**src/hdl/cmt_pkg.sv**
```systemverilog
// Shared codes and constants of the cached mapping table.
// No dependencies; imported by every module of the block but cmt_ram.
package cmt_pkg;

  typedef enum logic [1:0] {
    CMD_PROBE   = 2'd0,
    CMD_GET     = 2'd1,
    CMD_RESERVE = 2'd2,
    CMD_UPDATE  = 2'd3
  } cmd_e;

  localparam logic [1:0] RC_OK        = 2'd0;
  localparam logic [1:0] RC_PRESENT   = 2'd1;
  localparam logic [1:0] RC_NOT_FOUND = 2'd2;

  localparam logic [1:0] ES_ABSENT  = 2'd0;
  localparam logic [1:0] ES_WAITING = 2'd1;
  localparam logic [1:0] ES_VALID   = 2'd2;

  localparam int unsigned CAP_REG_W = 9;
  localparam logic [CAP_REG_W-1:0] CAP_RESET = 9'd256;
  localparam logic REG_CAPACITY = 1'b0;

  typedef enum logic [2:0] {
    ST_CMP = 3'b001,
    ST_IDX = 3'b010,
    ST_EXE = 3'b100
  } back_state_e;

endpackage

```
**src/hdl/cmt_front.sv**
```systemverilog
// Front queue: takes requests and holds them for the lookup engine.
// Depends on cmt_pkg.
module cmt_front import cmt_pkg::*; #(
  parameter int unsigned AW = 32,
  parameter int unsigned SW = 8
) (
  input  logic          clk_i,
  input  logic          rst_ni,
  input  logic          push,
  output logic          full,
  input  logic [1:0]    cmd_i,
  input  logic [AW-1:0] logical_page_i,
  input  logic [AW-1:0] physical_page_i,
  input  logic          physical_present_i,
  input  logic [SW-1:0] sector_mask_i,
  input  logic          first_load_i,
  input  logic          replace_mask_i,
  output logic          head_valid_o,
  output logic [2*AW+SW+4:0] head_o,
  input  logic          head_pop_i
);
  localparam int unsigned IT_W = 2*AW + SW + 5;

  logic [IT_W-1:0] buf_q [2];
  logic            wptr_q, rptr_q;
  logic [1:0]      cnt_q;
  logic            do_push, do_pop;

  assign full         = (cnt_q == 2'd2);
  assign head_valid_o = (cnt_q != 2'd0);
  assign head_o       = buf_q[rptr_q];
  assign do_push      = push && !full;
  assign do_pop       = head_pop_i && head_valid_o;

  always_ff @(posedge clk_i) begin
    if (do_push) begin
      buf_q[wptr_q] <= {cmd_i, logical_page_i, physical_page_i, physical_present_i,
                        sector_mask_i, first_load_i, replace_mask_i};
    end
  end

  always_ff @(posedge clk_i or negedge rst_ni) begin
    if (!rst_ni) begin
      wptr_q <= 1'b0;
      rptr_q <= 1'b0;
      cnt_q  <= 2'd0;
    end else begin
      if (do_push) wptr_q <= ~wptr_q;
      if (do_pop)  rptr_q <= ~rptr_q;
      cnt_q <= cnt_q + {1'b0, do_push} - {1'b0, do_pop};
    end
  end
endmodule

```
**config.mk**
```make
export PLATFORM = sky130hd
export DESIGN_NAME = cmt_front
export DESIGN_NICKNAME = d
export VERILOG_FILES = /design/src/hdl/cmt_pkg.sv /design/src/hdl/cmt_front.sv
export SDC_FILE = /design/constraint.sdc
export NUM_CORES = 1
export LEC_CHECK = 0
export ABC_CLOCK_PERIOD_IN_PS = 10110
export BUFFER_PORTS_ARGS = -buffer_cell sky130_fd_sc_hd__buf_2
export CAP_MARGIN = 10
export CORE_ASPECT_RATIO = 0.6
export CORE_MARGIN = 8
export CORE_UTILIZATION = 36
export DETAILED_ROUTE_END_ITERATION = 12
export PLACE_DENSITY_LB_ADDON = 0.1
export SYNTH_ARGS = -nofsm -noshare
export SYNTH_HDL_FRONTEND = slang
export SYNTH_SLANG_ARGS = --single-unit
```
**constraint.sdc**
```tcl
create_clock -name clk_i -period 10.11 [get_ports clk_i]
set_clock_uncertainty 0.15 [all_clocks]
set_input_delay 1.5165 -clock clk_i [delete_from_list [all_inputs] [get_ports clk_i]]
set_output_delay 1.5165 -clock clk_i [all_outputs]
set_load 0.005 [all_outputs]
```
==> results.json <==
{
  "p_leak_nw": 2.89,
  "cts_tree": "built",
  "die_y_um": 115,
  "ys_seq_area_frac": 0.809,
  "cts_max_path_buffers": 2,
  "grt_antenna_before_repair": 2,
  "worst_pin_slew_ns": 1.13,
  "dp_hpwl_um": 7730,
  "die_area_sq_um": 20700,
  "drtIter0Drc": 135,
  "grt_pass1_wl_um": 18500,
  "grt_pass1_vias": 3261,
  "seqPwrFrac": 0.417,
  "yosysWarnings": 0,
  "period_share": 0.403,
  "syn_nets": 341,
  "final-hold-violation-count": 0,
  "rrSetupSlack_ns": 8.05,
  "worst_setup_path_end_kind": "output port",
  "rsz0062_at_grt": "no",
  "p_sw_frac": 0.258,
  "combPwrFrac": 0.255,
  "cts_num_sinks": 158,
  "clkSlewWorstSetupHoldPaths_ns": 0.06,
  "setup_ws_ns": 6.04,
  "setup_viol": 0,
  "wl_per_cell_um": 18.3,
  "cap_violations": 0,
  "reg2regPathDepth": 2,
  "holdPathEnd": "cnt_q[0]$_DFF_PN0_",
  "fmax_ghz": 0.246,
  "hold_slack_ns": 0.360,
  "drv_slew": 0,
  "ant_nets": 0,
  "postLayoutCellArea_sq_um": 7560,
  "core_sq_um": 16000,
  "start_kind": "register",
  "cp_max_fo": 63,
  "hp-start": "cnt_q[0]$_DFF_PN0_",
  "irDropWorstVdd_mv": 0.170,
  "power.total_mw": 2.27,
  "ios": 160,
  "hold_path_class": "reg2reg",
  "nFillCells": 1392,
  "routed_wl_um": 11900,
  "seq_area_sq_um": 4730,
  "synth.distinct_cells": 16,
  "stdcell_count": 653,
  "required_ns": 8.44,
  "syn-cell-area_sq_um": 5840,
  "start_util": 0.364,
  "pre_cts_ws_ns": 6.42,
  "hold_buffers": 0,
  "die_w_um": 180,
  "grt.overflow.total": 0,
  "crit_arrival_ns": 2.40,
  "power.net_switching_mw": 0.585,
  "syn_inst": 258,
  "status": "completed",
  "place_area_sq_um": 6860,
  "slew_headroom": 0.246,
  "drive_above_1_share": 0.615,
  "routabilityCongestion": 0.733,
  "fin_nets": 513,
  "holdPathStages": 1,
  "cts.htree.levels": 4,
  "intPower_mw": 1.68,
  "multiInputGateArea_sq_um": 1050,
  "rows": 36,
  "clk_latency_ns": 0.41,
  "grt_use_total": 0.119,
  "r2r-end": "buf_q[1][8]$_DFFE_PP_",
  "ys_seq_elements": 158,
  "fin_util": 0.471,
  "via_count": 2923,
  "cts_setup_buffers": 0,
  "layout_commonest_cell": "buf_2",
  "grt_max_degree": 78,
  "cts-root-buf": "clkbuf_16",
  "path_class": "reg2out",
  "finalSetupTns_ns": 0,
  "synth_area_per_cell_sq_um": 22.6,
  "final_cell_mix": "buf_2, edfxtp_1, mux2_2, mux2_4, clkbuf_16",
  "post_cts_resize_count": 0,
  "dp_cells": 620,
  "cellPowerDensity_nw_per_um2": 300,
  "io_buffers": 159,
  "route.detailed.drc": 0,
  "viasPerCell": 4.48,
  "clockPowerShare": 0.328,
  "r2r-start": "cnt_q[1]$_DFF_PN0_",
  "first_pass_iters": 4,
  "numCtsBuffers": 17,
  "area_growth_pct": 29.5,
  "post-route-min-period_ns": 4.07
}
-- worst max-delay path by stage --
stage / startpoint / slack [ns] / endpoint / depth (start not counted)
after floorplan: push / 4.62 / buf_q[0][0]$_DFFE_PP_ / 2
after detailed placement: rptr_q$_DFFE_PN0P_ / 6.42 / head_o[2] / 3
final: rptr_q$_DFFE_PN0P_ / 6.04 / head_o[2] / 3
after global placement: rptr_q$_DFFE_PN0P_ / 6.42 / head_o[2] / 3
after global routing: rptr_q$_DFFE_PN0P_ / 5.90 / head_o[25] / 3
after CTS: rptr_q$_DFFE_PN0P_ / 5.95 / head_o[2] / 3
-- layout make-up --
type                       instances  share of cell area
clock inverter                    14              0.0348
timing repair buffer             162               0.108
inverter                           2            0.000994
clock buffer                      17              0.0563
antenna                            2            0.000662
multi-input combinational         89               0.139
tap                              209              0.0346
sequential                       158               0.626
-- per-layer routing --
layer,vias up,GRT usage,share of wire
li1,1366,-,-
met1,1428,0.149,0.45
met2,113,0.176,0.44
met3,14,0.0535,0.090
met4,2,0.0477,0.012
met5,-,0,0.00067
-- sequential cells by signal, summed over array words and instances (netlist names) --
signal  flops
cnt_q       2
wptr_q      1
buf_q     154
rptr_q      1
-- synthesized netlist by cell type --
library cell,number,area share
and3_1,1,0.0011
inv_1,2,0.0013
mux2_2,57,0.11
xor2_1,1,0.0015
nand2_1,1,0.00064
buf_2,5,0.0043
nor2_1,1,0.00064
buf_6,4,0.0077
dfrtp_1,4,0.017
xnor2_1,3,0.0045
ha_1,2,0.0043
or2_2,1,0.0011
and2_1,1,0.0011
mux2_4,20,0.051
edfxtp_1,154,0.79
nand2b_1,1,0.0011
-- kinds of logic after synthesis --
logic type	count (synthesis)	share of synthesized area
XOR/XNOR	4	0.00600
adder cells (fa/ha/maj)	2	0.00429
buffers and inverters	11	0.0133
flip-flops	158	0.809
multiplexers	77	0.161
AND/OR/NAND/NOR	6	0.00557
-- critical path, stage by stage, from the launching register on --
cell and delay [ns]:
dfrtp_4 0.56, buf_4 0.81, mux2_2 0.44, buf_2 0.13
-- power groups by stage --
stage / clock [mW] / combinational [mW] / sequential [mW]
after CTS: 0.761 / 0.603 / 0.948
final: 0.744 / 0.578 / 0.944
after global placement: 0 / 0.600 / 0.955
after global routing: 0.787 / 0.639 / 0.960
after floorplan: 0 / 0.375 / 0.947
after detailed placement: 0 / 0.599 / 0.960
No activity file was read; power rests on OpenSTA's default activity.
